`config.mk`:
```
export PLATFORM = sky130hd
export DESIGN_NAME = delta_list_timer_queue_core
export DESIGN_NICKNAME = d
export VERILOG_FILES = /design/src/design/dltq_pkg.sv /design/src/design/dltq_alu.sv /design/src/design/dltq_mem.sv /design/src/design/dltq_out.sv /design/src/design/delta_list_timer_queue_core.sv
export VERILOG_INCLUDE_DIRS = /design/src /design/src/design
export SDC_FILE = /design/constraint.sdc
export NUM_CORES = 1
export LEC_CHECK = 0
export BUFFER_PORTS_ARGS = -buffer_cell sky130_fd_sc_hd__buf_2
export CORE_ASPECT_RATIO = 1.4
export CORE_MARGIN = 10
export CORE_UTILIZATION = 40
export CTS_CLUSTER_DIAMETER = 100
export DETAILED_ROUTE_END_ITERATION = 6
export GPL_TIMING_DRIVEN = 0
export PLACE_DENSITY_LB_ADDON = 0.15
export SETUP_SLACK_MARGIN = 0.4
export SYNTH_ARGS = -nofsm -noshare
export SYNTH_HDL_FRONTEND = slang
export SYNTH_SLANG_ARGS = --single-unit
```
`constraint.sdc`:
```
create_clock -name clk_i -period 10.21 [get_ports clk_i]
set_input_delay 0.5105 -clock clk_i [delete_from_list [all_inputs] [get_ports clk_i]]
set_output_delay 0.5105 -clock clk_i [all_outputs]
set_load 0.01 [all_outputs]
```
`src/design/delta_list_timer_queue_core_defines.svh`:
```
// Assertion macros shared by the timer queue RTL.
// No dependencies; the asserting module must have clk_i and rst_ni in scope.
`ifndef DELTA_LIST_TIMER_QUEUE_CORE_DEFINES_SVH
`define DELTA_LIST_TIMER_QUEUE_CORE_DEFINES_SVH

// Property checked on every clock edge outside reset
`define DLTQ_ASSERT(lbl, prop, msg) \
  lbl: assert property (@(posedge clk_i) disable iff (!rst_ni) (prop)) else $error(msg);

// Antecedent in one cycle, consequent in the next
`define DLTQ_ASSERT_NEXT(lbl, ante, cons, msg) \
  lbl: assert property (@(posedge clk_i) disable iff (!rst_ni) (ante) |=> (cons)) \
    else $error(msg);

`endif

```
`src/design/dltq_pkg.sv`:
```
// Shared types and codes of the delta-list timer queue.
// No dependencies; used by the ALU, output stage and top level.
`default_nettype none

package dltq_pkg;

  localparam int unsigned TASK_W = 4;
  localparam int unsigned OP_W   = 2;
  localparam int unsigned KIND_W = 3;

  // request codes
  typedef enum logic [OP_W-1:0] {
    OP_INSERT = 2'd0,
    OP_TICK   = 2'd1,
    OP_REMOVE = 2'd2,
    OP_BAD    = 2'd3
  } op_e;

  // result kinds
  typedef enum logic [KIND_W-1:0] {
    K_INSERTED = 3'd0,
    K_EXPIRED  = 3'd1,
    K_REMOVED  = 3'd2,
    K_NOEXP    = 3'd3,
    K_ERROR    = 3'd4
  } kind_e;

  // shared adder function
  typedef enum logic {
    ALU_ADD = 1'b0,
    ALU_SUB = 1'b1
  } alu_op_e;

  // one result item
  typedef struct packed {
    kind_e             kind;
    logic [TASK_W-1:0] task_id;
    logic              last;
  } res_t;

endpackage

`default_nettype wire

```
`src/design/dltq_alu.sv`:
```
// Shared add/subtract unit with a compare against a limit.
// Depends on dltq_pkg for the function code.
`default_nettype none

module dltq_alu #(
  parameter int unsigned WIDTH = 32
) (
  input  dltq_pkg::alu_op_e op_i,
  input  logic [WIDTH-1:0]  a_i,
  input  logic [WIDTH-1:0]  b_i,
  input  logic [WIDTH-1:0]  c_i,
  output logic [WIDTH-1:0]  res_o,
  output logic              le_o
);

  logic             sub;
  logic [WIDTH-1:0] b_op;
  logic [WIDTH:0]   sum;

  // one adder; subtract by two's complement
  assign sub   = (op_i == dltq_pkg::ALU_SUB);
  assign b_op  = sub ? ~b_i : b_i;
  assign sum   = {1'b0, a_i} + {1'b0, b_op} + {{WIDTH{1'b0}}, sub};
  assign res_o = sum[WIDTH-1:0];

  // unwrapped sum against the limit (meaningful for add)
  assign le_o  = (sum <= {1'b0, c_i});

endmodule

`default_nettype wire

```
`src/design/dltq_mem.sv`:
```
// Slot store: one write port, one read port with registered read data.
// No dependencies.
`default_nettype none

module dltq_mem #(
  parameter int unsigned DEPTH = 16,
  parameter int unsigned WIDTH = 36
) (
  input  logic                     clk_i,
  input  logic                     we_i,
  input  logic [$clog2(DEPTH)-1:0] waddr_i,
  input  logic [WIDTH-1:0]         wdata_i,
  input  logic [$clog2(DEPTH)-1:0] raddr_i,
  output logic [WIDTH-1:0]         rdata_o
);

  logic [WIDTH-1:0] mem_q [DEPTH];

  // write port
  always_ff @(posedge clk_i) begin
    if (we_i) begin
      mem_q[waddr_i] <= wdata_i;
    end
  end

  // registered read port
  always_ff @(posedge clk_i) begin
    rdata_o <= mem_q[raddr_i];
  end

endmodule

`default_nettype wire

```
`src/design/dltq_out.sv`:
```
// Output register of the result stream; frees the sequencer from the sink.
// Depends on dltq_pkg for the result struct.
`default_nettype none

module dltq_out (
  input  logic                          clk_i,
  input  logic                          rst_ni,
  input  logic                          push_i,
  input  dltq_pkg::res_t                res_i,
  output logic                          free_o,
  output logic                          tvalid_o,
  input  logic                          tready_i,
  output logic [dltq_pkg::KIND_W-1:0]   kind_o,
  output logic [dltq_pkg::TASK_W-1:0]   task_id_o,
  output logic                          last_o
);

  logic           valid_q;
  dltq_pkg::res_t res_q;

  // room when empty or draining this cycle
  assign free_o = !valid_q || tready_i;

  always_ff @(posedge clk_i or negedge rst_ni) begin
    if (!rst_ni) begin
      valid_q <= 1'b0;
    end else if (push_i) begin
      valid_q <= 1'b1;
    end else if (tready_i) begin
      valid_q <= 1'b0;
    end
  end

  always_ff @(posedge clk_i) begin
    if (push_i) begin
      res_q <= res_i;
    end
  end

  assign tvalid_o  = valid_q;
  assign kind_o    = res_q.kind;
  assign task_id_o = res_q.task_id;
  assign last_o    = res_q.last;

endmodule

`default_nettype wire

```
`src/design/delta_list_timer_queue_core.sv`:
```
// Delta-list timer queue. Timers sit in expiry order in a slot memory with one read and one
// write port, each holding a task id and its delay relative to the slot before it. A request
// is taken only while the sequencer is idle and runs through the read port of the slot
// memory and one shared adder: an insert or remove first scans all occupied slots, an
// insert then computes the delta of the new slot in S_ND, the slots behind the change shift
// by one place in S_MOVE, and the request finishes through S_MVEND and S_DONE. A tick
// decrements a nonzero head and, for each expiring timer, shifts the slots behind it down by
// one place to close the gap at the head. Results leave through an output register, so the
// next request is taken while the last result still waits on m_axis; a full output register
// holds the sequencer until the sink takes its item.
`default_nettype none

module delta_list_timer_queue_core #(
  parameter int unsigned NUM_TASKS  = 16,
  parameter int unsigned DELAY_BITS = 32
) (
  input  logic        clk_i,
  input  logic        rst_ni,
  // request stream
  input  logic        s_axis_tvalid,
  output logic        s_axis_tready,
  input  logic [39:0] s_axis_tdata,   // [3:0] task_id, [35:4] delay, [39:36] zero
  input  logic [1:0]  s_axis_tuser,   // [1:0] op
  // result stream
  output logic        m_axis_tvalid,
  input  logic        m_axis_tready,
  output logic [7:0]  m_axis_tdata,   // [3:0] task_id_res, [7:4] zero
  output logic [2:0]  m_axis_tuser,   // [2:0] kind
  output logic        m_axis_tlast    // last result of the request
);

  `include "delta_list_timer_queue_core_defines.svh"

  localparam int unsigned IDX_W  = $clog2(NUM_TASKS);
  localparam int unsigned CNT_W  = $clog2(NUM_TASKS + 1);
  localparam int unsigned TASK_W = dltq_pkg::TASK_W;
  localparam int unsigned ENT_W  = TASK_W + DELAY_BITS;

  typedef enum logic [9:0] {
    S_IDLE      = 10'b00_0000_0001,
    S_SCAN      = 10'b00_0000_0010,
    S_ND        = 10'b00_0000_0100,
    S_MOVE      = 10'b00_0000_1000,
    S_MVEND     = 10'b00_0001_0000,
    S_TICK_RD   = 10'b00_0010_0000,
    S_TICK_EV   = 10'b00_0100_0000,
    S_TICK_PEND = 10'b00_1000_0000,
    S_DONE      = 10'b01_0000_0000,
    S_SPARE     = 10'b10_0000_0000
  } state_e;

  state_e                state_q, state_d;
  logic [CNT_W-1:0]      occ_q, occ_d;
  // read pipeline shared by scan and move
  logic                  pv_q, pv_d;
  logic [IDX_W-1:0]      ptr_q, ptr_d;
  logic [CNT_W-1:0]      left_q, left_d;
  logic [IDX_W-1:0]      src_q, src_d;
  logic                  up_q, up_d;
  logic [IDX_W-1:0]      edge_q, edge_d;
  logic [DELAY_BITS-1:0] adj_q, adj_d;
  // scan results
  logic [DELAY_BITS-1:0] accu_q, accu_d;
  logic [CNT_W-1:0]      p_q, p_d;
  logic                  stop_q, stop_d;
  logic                  found_q, found_d;
  logic [IDX_W-1:0]      s_q, s_d;
  logic [DELAY_BITS-1:0] dels_q, dels_d;
  // request
  dltq_pkg::op_e         op_q, op_d;
  logic [TASK_W-1:0]     id_q, id_d;
  logic [DELAY_BITS-1:0] d_q, d_d;
  // tick bookkeeping
  logic                  first_q, first_d;
  logic                  pend_q, pend_d;
  logic [TASK_W-1:0]     pend_id_q, pend_id_d;
  logic [TASK_W-1:0]     hid_q, hid_d;
  // final result
  dltq_pkg::kind_e       res_kind_q, res_kind_d;
  logic [TASK_W-1:0]     res_id_q, res_id_d;

  logic                  in_acc;
  dltq_pkg::op_e         op_in;
  logic [63:0]           din_wide;
  logic [DELAY_BITS-1:0] din;

  logic                  mem_we;
  logic [IDX_W-1:0]      mem_waddr;
  logic [ENT_W-1:0]      mem_wdata;
  logic [IDX_W-1:0]      mem_raddr;
  logic [ENT_W-1:0]      mem_rdata;
  logic [TASK_W-1:0]     rd_task;
  logic [DELAY_BITS-1:0] rd_delta;

  dltq_pkg::alu_op_e     alu_op;
  logic [DELAY_BITS-1:0] alu_a, alu_b, alu_res;
  logic                  alu_le;

  logic                  res_push;
  dltq_pkg::res_t        res_out;
  logic                  out_free;

  logic                  start_pop;
  logic [TASK_W-1:0]     pop_id;

  // request decode; delay masked to DELAY_BITS, zero clamped to one
  assign s_axis_tready = (state_q == S_IDLE);
  assign in_acc        = s_axis_tvalid && s_axis_tready;
  assign op_in         = dltq_pkg::op_e'(s_axis_tuser);
  assign din_wide      = 64'(s_axis_tdata[35:4]);
  assign din           = (din_wide[DELAY_BITS-1:0] == '0) ? DELAY_BITS'(1)
                                                           : din_wide[DELAY_BITS-1:0];

  assign rd_task  = mem_rdata[ENT_W-1 -: TASK_W];
  assign rd_delta = mem_rdata[DELAY_BITS-1:0];

  // sequencer
  always_comb begin
    state_d    = state_q;
    occ_d      = occ_q;
    pv_d       = 1'b0;
    ptr_d      = ptr_q;
    left_d     = left_q;
    src_d      = src_q;
    up_d       = up_q;
    edge_d     = edge_q;
    adj_d      = adj_q;
    accu_d     = accu_q;
    p_d        = p_q;
    stop_d     = stop_q;
    found_d    = found_q;
    s_d        = s_q;
    dels_d     = dels_q;
    op_d       = op_q;
    id_d       = id_q;
    d_d        = d_q;
    first_d    = first_q;
    pend_d     = pend_q;
    pend_id_d  = pend_id_q;
    hid_d      = hid_q;
    res_kind_d = res_kind_q;
    res_id_d   = res_id_q;
    mem_we     = 1'b0;
    mem_waddr  = '0;
    mem_wdata  = '0;
    mem_raddr  = ptr_q;
    alu_op     = dltq_pkg::ALU_ADD;
    alu_a      = accu_q;
    alu_b      = rd_delta;
    res_push   = 1'b0;
    res_out    = '{kind: res_kind_q, task_id: res_id_q, last: 1'b1};
    start_pop  = 1'b0;
    pop_id     = hid_q;

    unique case (state_q)
      S_IDLE: begin
        if (in_acc) begin
          op_d    = op_in;
          id_d    = s_axis_tdata[TASK_W-1:0];
          d_d     = din;
          accu_d  = '0;
          p_d     = '0;
          stop_d  = 1'b0;
          found_d = 1'b0;
          ptr_d   = '0;
          left_d  = occ_q;
          up_d    = 1'b0;
          first_d = 1'b1;
          pend_d  = 1'b0;
          unique case (op_in)
            dltq_pkg::OP_INSERT: begin
              if (occ_q >= CNT_W'(NUM_TASKS)) begin
                res_kind_d = dltq_pkg::K_ERROR;
                res_id_d   = s_axis_tdata[TASK_W-1:0];
                state_d    = S_DONE;
              end else begin
                state_d = S_SCAN;
              end
            end
            dltq_pkg::OP_TICK: begin
              if (occ_q == '0) begin
                res_kind_d = dltq_pkg::K_NOEXP;
                res_id_d   = '0;
                state_d    = S_DONE;
              end else begin
                state_d = S_TICK_RD;
              end
            end
            dltq_pkg::OP_REMOVE: begin
              state_d = S_SCAN;
            end
            dltq_pkg::OP_BAD: begin
              res_kind_d = dltq_pkg::K_ERROR;
              res_id_d   = s_axis_tdata[TASK_W-1:0];
              state_d    = S_DONE;
            end
            default: state_d = S_IDLE;
          endcase
        end
      end

      S_SCAN: begin
        // issue next read
        if (left_q != '0) begin
          ptr_d  = ptr_q + 1'b1;
          left_d = left_q - 1'b1;
          pv_d   = 1'b1;
          src_d  = ptr_q;
        end
        // walk position and id match on returned slot
        if (pv_q) begin
          if (!stop_q) begin
            if (alu_le) begin
              accu_d = alu_res;
              p_d    = p_q + 1'b1;
            end else begin
              stop_d = 1'b1;
            end
          end
          if ((rd_task == id_q) && !found_q) begin
            found_d = 1'b1;
            s_d     = src_q;
            dels_d  = rd_delta;
          end
        end
        if ((left_q == '0) && !pv_q) begin
          if (op_q == dltq_pkg::OP_INSERT) begin
            if (found_q) begin
              res_kind_d = dltq_pkg::K_ERROR;
              res_id_d   = id_q;
              state_d    = S_DONE;
            end else begin
              state_d = S_ND;
            end
          end else if (!found_q) begin
            res_kind_d = dltq_pkg::K_ERROR;
            res_id_d   = id_q;
            state_d    = S_DONE;
          end else begin
            // close the gap behind the removed slot
            ptr_d   = s_q + 1'b1;
            left_d  = occ_q - CNT_W'(s_q) - 1'b1;
            edge_d  = s_q + 1'b1;
            adj_d   = dels_q;
            up_d    = 1'b0;
            state_d = S_MOVE;
          end
        end
      end

      S_ND: begin
        // delta of the new slot, then open a gap at its place
        alu_op  = dltq_pkg::ALU_SUB;
        alu_a   = d_q;
        alu_b   = accu_q;
        adj_d   = alu_res;
        ptr_d   = IDX_W'(occ_q - 1'b1);
        left_d  = occ_q - p_q;
        edge_d  = p_q[IDX_W-1:0];
        up_d    = 1'b1;
        state_d = S_MOVE;
      end

      S_MOVE: begin
        if (left_q != '0) begin
          ptr_d  = up_q ? ptr_q - 1'b1 : ptr_q + 1'b1;
          left_d = left_q - 1'b1;
          pv_d   = 1'b1;
          src_d  = ptr_q;
        end
        // write the slot one place over; adjust the slot at the edge
        if (pv_q) begin
          alu_op    = up_q ? dltq_pkg::ALU_SUB : dltq_pkg::ALU_ADD;
          alu_a     = rd_delta;
          alu_b     = adj_q;
          mem_we    = 1'b1;
          mem_waddr = up_q ? src_q + 1'b1 : src_q - 1'b1;
          mem_wdata = {rd_task, (src_q == edge_q) ? alu_res : rd_delta};
        end
        if ((left_q == '0) && !pv_q) begin
          state_d = S_MVEND;
        end
      end

      S_MVEND: begin
        unique case (op_q)
          dltq_pkg::OP_INSERT: begin
            mem_we     = 1'b1;
            mem_waddr  = p_q[IDX_W-1:0];
            mem_wdata  = {id_q, adj_q};
            occ_d      = occ_q + 1'b1;
            res_kind_d = dltq_pkg::K_INSERTED;
            res_id_d   = id_q;
            state_d    = S_DONE;
          end
          dltq_pkg::OP_REMOVE: begin
            occ_d      = occ_q - 1'b1;
            res_kind_d = dltq_pkg::K_REMOVED;
            res_id_d   = id_q;
            state_d    = S_DONE;
          end
          dltq_pkg::OP_TICK: begin
            occ_d = occ_q - 1'b1;
            if (occ_q == CNT_W'(1)) begin
              res_kind_d = dltq_pkg::K_EXPIRED;
              res_id_d   = pend_id_q;
              state_d    = S_DONE;
            end else begin
              state_d = S_TICK_RD;
            end
          end
          dltq_pkg::OP_BAD: begin
            state_d = S_IDLE;
          end
          default: state_d = S_IDLE;
        endcase
      end

      S_TICK_RD: begin
        mem_raddr = '0;
        state_d   = S_TICK_EV;
      end

      S_TICK_EV: begin
        // first pass decrements a nonzero head
        alu_op    = dltq_pkg::ALU_SUB;
        alu_a     = rd_delta;
        alu_b     = {{(DELAY_BITS-1){1'b0}}, first_q && (rd_delta != '0)};
        mem_we    = 1'b1;
        mem_waddr = '0;
        mem_wdata = {rd_task, alu_res};
        first_d   = 1'b0;
        hid_d     = rd_task;
        if (alu_res != '0) begin
          res_kind_d = pend_q ? dltq_pkg::K_EXPIRED : dltq_pkg::K_NOEXP;
          res_id_d   = pend_q ? pend_id_q : '0;
          state_d    = S_DONE;
        end else if (pend_q) begin
          state_d = S_TICK_PEND;
        end else begin
          start_pop = 1'b1;
          pop_id    = rd_task;
        end
      end

      S_TICK_PEND: begin
        // earlier expiry is not the last one
        if (out_free) begin
          res_push  = 1'b1;
          res_out   = '{kind: dltq_pkg::K_EXPIRED, task_id: pend_id_q, last: 1'b0};
          start_pop = 1'b1;
          pop_id    = hid_q;
        end
      end

      S_DONE: begin
        if (out_free) begin
          res_push = 1'b1;
          state_d  = S_IDLE;
        end
      end

      S_SPARE: begin
        state_d = S_IDLE;
      end

      default: state_d = S_IDLE;
    endcase

    // drop the expired head: shift slots down by one
    if (start_pop) begin
      ptr_d     = IDX_W'(1);
      left_d    = occ_q - 1'b1;
      edge_d    = IDX_W'(1);
      adj_d     = '0;
      up_d      = 1'b0;
      pend_d    = 1'b1;
      pend_id_d = pop_id;
      state_d   = S_MOVE;
    end
  end

  // control state
  always_ff @(posedge clk_i or negedge rst_ni) begin
    if (!rst_ni) begin
      state_q <= S_IDLE;
      occ_q   <= '0;
      pv_q    <= 1'b0;
    end else begin
      state_q <= state_d;
      occ_q   <= occ_d;
      pv_q    <= pv_d;
    end
  end

  // datapath registers
  always_ff @(posedge clk_i) begin
    ptr_q      <= ptr_d;
    left_q     <= left_d;
    src_q      <= src_d;
    up_q       <= up_d;
    edge_q     <= edge_d;
    adj_q      <= adj_d;
    accu_q     <= accu_d;
    p_q        <= p_d;
    stop_q     <= stop_d;
    found_q    <= found_d;
    s_q        <= s_d;
    dels_q     <= dels_d;
    op_q       <= op_d;
    id_q       <= id_d;
    d_q        <= d_d;
    first_q    <= first_d;
    pend_q     <= pend_d;
    pend_id_q  <= pend_id_d;
    hid_q      <= hid_d;
    res_kind_q <= res_kind_d;
    res_id_q   <= res_id_d;
  end

  dltq_alu #(
    .WIDTH(DELAY_BITS)
  ) u_alu (
    .op_i (alu_op),
    .a_i  (alu_a),
    .b_i  (alu_b),
    .c_i  (d_q),
    .res_o(alu_res),
    .le_o (alu_le)
  );

  dltq_mem #(
    .DEPTH(NUM_TASKS),
    .WIDTH(ENT_W)
  ) u_mem (
    .clk_i  (clk_i),
    .we_i   (mem_we),
    .waddr_i(mem_waddr),
    .wdata_i(mem_wdata),
    .raddr_i(mem_raddr),
    .rdata_o(mem_rdata)
  );

  logic [TASK_W-1:0] out_id;

  dltq_out u_out (
    .clk_i    (clk_i),
    .rst_ni   (rst_ni),
    .push_i   (res_push),
    .res_i    (res_out),
    .free_o   (out_free),
    .tvalid_o (m_axis_tvalid),
    .tready_i (m_axis_tready),
    .kind_o   (m_axis_tuser),
    .task_id_o(out_id),
    .last_o   (m_axis_tlast)
  );

  assign m_axis_tdata = {{(8-TASK_W){1'b0}}, out_id};

  // checks
  `DLTQ_ASSERT(a_occ_bound, occ_q <= CNT_W'(NUM_TASKS), "occupancy above capacity")
  `DLTQ_ASSERT(a_wr_range, mem_we |-> (CNT_W'(mem_waddr) <= occ_q), "slot write past tail")
  `DLTQ_ASSERT(a_push_free, res_push |-> out_free, "result pushed into full output register")
  `DLTQ_ASSERT(a_found_idx, (found_q && (state_q == S_SCAN)) |-> (CNT_W'(s_q) < occ_q), "matched slot beyond tail")
  `DLTQ_ASSERT_NEXT(a_ins_grow, (state_q == S_MVEND) && (op_q == dltq_pkg::OP_INSERT), occ_q == $past(occ_q) + 1'b1, "insert did not grow queue")

endmodule

`default_nettype wire
```
==> impl_metrics.ini, run 1 <==
[synth]
synth_seq_cells = 816
ys_top_cells_by_area = edfxtp_1 (57%), mux4_2 (4.2%), dfxtp_1 (4.1%), ha_1 (3.0%), nand2_1 (2.8%)
synth_top_area_cell = edfxtp_1
synth.distinct_cells = 105
syn_avg_cell_area_sq_um = 13.0
syn_inst = 2955
synth_most_common_cell = edfxtp_1
ys.flop_type = edfxtp_1
synth_edf_count = 722
ys_seq_area_frac = 0.617
async_reset_ff_frac = 0.0196
synth_commonest_cells = edfxtp_1 (722), nand2_1 (291), clkbuf_1 (182)
ys_warn_count = 0
yosysTopAreaCellShare = 0.566
syn_area_sq_um = 38300

[pwr]
power_mw = 13.0
power_switching_mw = 5.46
p_leak_nw = 14.6
powerDensity_nw_per_um2 = 298
power_frac_comb = 0.450
p_clk_frac = 0.221
p_sw_frac = 0.419
p_int_mw = 7.56
p_seq_frac = 0.329
peakVddDrop_uv = 136

[floorplan]
ioPinCount = 60
core_area_sq_um = 95200
rows = 134
dieArea_sq_um = 109000
start_util = 0.402
dieWidth_microns = 282
die_y_microns = 386

[sta]
tightest_slew_ps = 1390
fin_crit_ps = 9560
setup_tns_ps = 0
skew_ps = 41.7
setup_viol = 0
fmax_mhz = 105
relSlewSlack = 0.0650
period_share = 0.936
layout_setup_ws_ps = 654
rsz0062_at_grt = no
hold_viol = 0
finalMaxSlewViolations = 0

[critical_path]
setup.worst_path.class = reg -> reg
critical-path-max-stage-delay_ps = 810
worst_ep_required_time_ps = 10550
crit_path_top_delay_cell = or4b_2
crit_top_cell = clkbuf_2
arrival_ps = 9900
end_kind = flip-flop
crit_fanout = 29
start_kind = flip-flop

[place]
pre_cts_ws_ps = -495
place_inst = 4277
gp_congestion = 0.955
hpwl_mm = 95.8
io_buffer_count = 51

[grt]
first_global_vias = 27000
grt_pass1_wl_mm = 180
antenna_found_initial = 4
grt_max_degree = 33
grtUsageTotal = 0.227
top_usage_layer = met2
met2_usage = 0.418
grt_overflow = 0
grt.met3_usage = 0.0292
met1_usage = 0.251

[routing]
dr.first_iter.drc_count = 2554
via_count = 26400
antenna_left = 0
avgRoutedWirePerCell_microns = 28.2
drt-total-wl_mm = 125
via_per_inst = 5.97
drcViolationCount = 11
first_pass_iters = 7

[clock_tree]
cts_tree = built
clock_latency_ps = 680
clkSlewWorstSetupHoldPaths_ps = 70
cts_buffer_depth = 3
cts_buffers = 80
htreeDepth = 3
root_buffer = clkbuf_16
clock_sinks = 816

[finish]
syn_to_final_growth_pct = 13.9
postLayoutCoreUtil = 0.459
num_antenna_cells = 0
finalNetCount = 3280
stdcell_count = 4424
drive_gt1_frac = 0.130

[outcome]
violations = DRC
status = finished with violations

[run]
drv_cap = 0

[worst_hold_path]
hp-class = in -> reg
-- registers in the layout, summed over array words and instances, names as in the netlist, 5 cells and up --
| register | count |
|---|---|
| u_mem.mem_q | 576 |
| p_q | 5 |
| occ_q | 5 |
| left_q | 5 |
| adj_q | 32 |
| u_mem.rdata_o | 36 |
| d_q | 32 |
| state_q | 9 |
| accu_q | 32 |
| dels_q | 32 |
-- path summary, 6_finish.rpt --
check,startpoint,end,slack [ps],cells past startpoint
hold / removal,s_axis_tdata[3],id_q[3],40,1
min in group asynchronous,rst_ni,occ_q[0],320,2
hold reg to reg,ptr_q[2],src_q[2],440,0
setup / recovery,state_q[8],accu_q[9],650,29
setup reg to reg,state_q[8],accu_q[9],650,29
max in group asynchronous,rst_ni,state_q[0],9560,2
-- timing repair --
item                                    CTS  global route
hold buffers                              1             0
pin swaps                                 0             1
endpoints found under the hold margin    15             0
gates resized for setup                   7            10
endpoints found under the setup margin   38            37
setup buffers                             0             2
-- placed cells by master, fill, tap and decap left out, drive strengths merged, types with 29 or more instances in the layout --
master,synthesis,final
nand2,292,292
and3,85,85
mux2i,96,96
a21oi,78,78
dfxtp,78,78
nor2,158,158
mux2,45,45
xnor2,56,56
edfxtp,722,722
clkbuf,182,291
o22ai,42,42
buf,34,132
inv,117,123
mux4,72,72
ha,91,91
nand3,43,43
nor4,37,37
a31oi,80,80
a211oi,120,120
nor3,39,39
a222oi,69,69
o21ai,88,88
a22oi,29,29
-- cells by family (layout without fill, tap and decap cells) --
kind of cell             after synthesis  in the layout  share of synthesized area
adder cells (fa/ha/maj)               96             96                     0.0321
multiplexers                         213            213                     0.0809
flip-flops                           816            816                      0.617
AO/OA/AOI/OAI                        622            622                      0.117
XOR/XNOR                              82             82                     0.0193
other                                  1              4                  0.0000978
AND/OR/NAND/NOR                      790            790                      0.101
buffers and inverters                335            577                     0.0337
-- critical path: cells and delay by family, from the launching register on --
family | cells | cell delay [ps]
XOR/XNOR | 2 | 500
buffers and inverters | 7 | 1880
adder cells (fa/ha/maj) | 2 | 740
AO/OA/AOI/OAI | 9 | 2660
flip-flops | 1 | 430
AND/OR/NAND/NOR | 9 | 2950
-- power groups by stage --
stage	Clock, mW	Combinational, mW	Sequential, mW
floorplan	0	3.73	4.19
global placement	0	5.59	4.34
detailed placement	0	5.71	4.34
CTS	2.92	5.76	4.27
global route	3.05	6.28	4.30
finish	2.88	5.86	4.28
-- through the flow --
| step | hold WS, ps | instance area, sq um |
|---|---|---|
| 3_5_place_dp | 422 | 41100 |
| 2_1_floorplan | 215 | 38300 |
| 6_report | 44.0 | 43700 |
| 3_3_place_gp | 431 | 40100 |
| 4_1_cts | 7.81 | 43600 |
| 5_1_grt | 21.7 | 43700 |
-- final cells by class --
class / instances / area, sq um
multi-input combinational: 1807 / 13700
fill: 8501 / 51600
sequential: 816 / 23600
tap: 1224 / 1530
clock buffer: 109 / 2220
inverter: 119 / 447
timing repair buffer: 99 / 1070
buffer: 216 / 851
clock inverter: 34 / 262
-- layer usage --
layer,share of wire,vias to the layer above,wire length [microns]
met5,0.000088,-,11
met1,0.36,13300,45400
met4,0.056,2,6980
li1,-,11800,-
met2,0.53,1000,66200
met3,0.050,315,6250
(Power assumes the default switching activity.)
==> run 2: changes to the inputs <==
==> constraint.sdc (replaced) <==
create_clock -name clk_i -period 8.7 [get_ports clk_i]
set_input_delay 0.435 -clock clk_i [delete_from_list [all_inputs] [get_ports clk_i]]
set_output_delay 0.435 -clock clk_i [all_outputs]
set_load 0.01 [all_outputs]
==> run 2 against run 1 <==
  * The flow still finishes with violations (DRC)
  * Clock skew shrank 16 ps
  * Die area is the same
  * Sequential cell count is the same
  * Fmax grew 19%
  * Combinational power grew 23%
  * Power grew 21%
  * Clock-buffer cell count shrank 8
  * Sequential share of layout area shrank 0.74 points
  * Register-to-register slack is essentially flat
  * Critical path depth is the same
  * Critical endpoint is now accu_q[31]
  * Largest cell class unchanged
  * Largest power group unchanged
==> impl_metrics.ini, run 2 (same netlist as run 1, synthesis figures left out) <==
[outcome]
status = finished with violations
violations = DRC

[pwr]
power_frac_comb = 0.456
power_switching_mw = 6.60
p_leak_nw = 14.8
p_clk_frac = 0.224
powerDensity_nw_per_um2 = 356
p_int_mw = 9.15
p_sw_frac = 0.419
p_seq_frac = 0.319
peakVddDrop_uv = 162

[sta]
setup_viol = 0
period_share = 0.925
hold_viol = 0
tightest_slew_ps = 1410
relSlewSlack = 0.0540
fmax_mhz = 124
layout_setup_ws_ps = 653
skew_ps = 25.7
rsz0062_at_grt = no
finalMaxSlewViolations = 0
fin_crit_ps = 8050

[clock_tree]
clock_latency_ps = 670
cts_tree = built
clkSlewWorstSetupHoldPaths_ps = 60
cts_buffer_depth = 3
root_buffer = clkbuf_16
htreeDepth = 3
clock_sinks = 816
cts_buffers = 82

[routing]
avgRoutedWirePerCell_microns = 28.7
via_per_inst = 5.91
dr.first_iter.drc_count = 2654
first_pass_iters = 7
via_count = 26300
antenna_left = 0
drcViolationCount = 16
drt-total-wl_mm = 128

[floorplan]
start_util = 0.402
core_area_sq_um = 95200
ioPinCount = 60
dieArea_sq_um = 109000
dieWidth_microns = 282
rows = 134
die_y_microns = 386

[grt]
grt_pass1_wl_mm = 185
antenna_found_initial = 1
first_global_vias = 27000
grt_overflow = 0
grtUsageTotal = 0.233
grt_max_degree = 33

[critical_path]
setup.worst_path.class = reg -> reg
critical-path-max-stage-delay_ps = 540
crit_fanout = 14
crit_path_top_delay_cell = or4_1
start_kind = flip-flop
worst_ep_required_time_ps = 9070
arrival_ps = 8410
end_kind = flip-flop

[finish]
multi_input_area_sq_um = 13900
postLayoutCoreUtil = 0.465
final_cell_mix = edfxtp_1 (722), nand2_1 (288), clkbuf_1 (184)
regArea_sq_um = 23600
largest_reg_flops = 576
layout_commonest_cell = edfxtp_1
drive_gt1_frac = 0.152
top_regs = u_mem.mem_q (576), u_mem.rdata_o (36)
num_antenna_cells = 0
fillers = 8615
finalNetCount = 3309
syn_to_final_growth_pct = 15.5
top_register = u_mem.mem_q

[worst_hold_path]
hp-class = in -> reg

[place]
hpwl_mm = 97.0
pre_cts_ws_ps = -1850
gp_congestion = 0.937
io_buffer_count = 51

[run]
drv_cap = 0
-- run 2: cell types whose count changed in the layout (fill, tap and decap cells not counted), sizes merged --
cell / before / now
clkinvlp: 2 / 3
inv: 123 / 122
bufinv: 3 / 7
clkdlybuf4s15: 0 / 1
buf: 132 / 151
dlygate4sd3: 1 / 10
clkbuf: 291 / 281
clkinv: 25 / 35
-- run 2: cell type report --
class | count | area share
Multi-Input combinational cell | 1807 | 0.313
Sequential cell | 816 | 0.534
Timing Repair Buffer | 126 | 0.0288
Inverter | 119 | 0.0101
Clock buffer | 101 | 0.0487
Clock inverter | 48 | 0.0106
Tap cell | 1224 | 0.0346
Buffer | 216 | 0.0199
-- run 2: power by group through the flow --
stage	Clock, mW	Combinational (mW)	Sequential (mW)
floorplan	0	4.38	4.91
global placement	0	6.65	5.09
detailed placement	0	6.77	5.09
CTS	3.60	6.93	5.02
global route	3.74	7.71	5.06
finish	3.53	7.19	5.03
-- run 2: final timing paths --
| check | slack [ps] | cells past startpoint | to | from |
|---|---|---|---|---|
| worst max-delay path | 650 | 29 | accu_q[31] | state_q[8] |
| worst min-delay path | 50 | 2 | d_q[3] | s_axis_tdata[7] |
| worst max register to register | 650 | 29 | accu_q[31] | state_q[8] |
| worst min register to register | 440 | 0 | src_q[2] | ptr_q[2] |
| max in group asynchronous | 8100 | 2 | state_q[0] | rst_ni |
| min in group asynchronous | 250 | 2 | occ_q[1] | rst_ni |
-- run 2: timing repair --
| item | CTS | global route |
|---|---|---|
| setup buffers | 8 | 11 |
| hold buffers | 10 | 0 |
| gates resized for setup | 46 | 38 |
| cloned | 0 | 1 |
| setup endpoints to repair | 160 | 38 |
| pin swaps | 8 | 15 |
| endpoints found under the hold margin | 24 | 0 |
-- run 2: worst max-delay path, delay by kind of cell (launching register included) --
| family | cells | cell delay [ps] |
|---|---|---|
| and+or+nand+nor | 9 | 2330 |
| AOI/OAI and AO/OA | 9 | 2260 |
| buffers and inverters | 7 | 1480 |
| adders and majority gates | 2 | 680 |
| DFF | 1 | 440 |
| xor gates and xnor gates | 1 | 330 |
| muxes | 1 | 180 |
-- run 2: layer usage --
metal  track usage  part of all wire  up-vias
met5             0           0.00014        -
met4         0.117             0.057        2
met3        0.0370             0.049      283
met2         0.426              0.52      944
met1         0.259              0.37    13300
li1              -                 -    11900
-- run 2: metrics by stage --
stage / hold slack [ps] / std cells / setup TNS [ps] / instance area [sq um] / power [mW]
floorplan: 139 / 2958 / 0 / 38300 / 9.29
global placement: 406 / 4233 / -202890 / 40100 / 11.7
detailed placement: 412 / 4276 / -88010 / 41100 / 11.9
CTS: 3.35 / 4443 / 0 / 44000 / 15.5
global route: 32.0 / 4457 / 0 / 44300 / 16.5
finish: 51.4 / 4457 / 0 / 44300 / 15.7
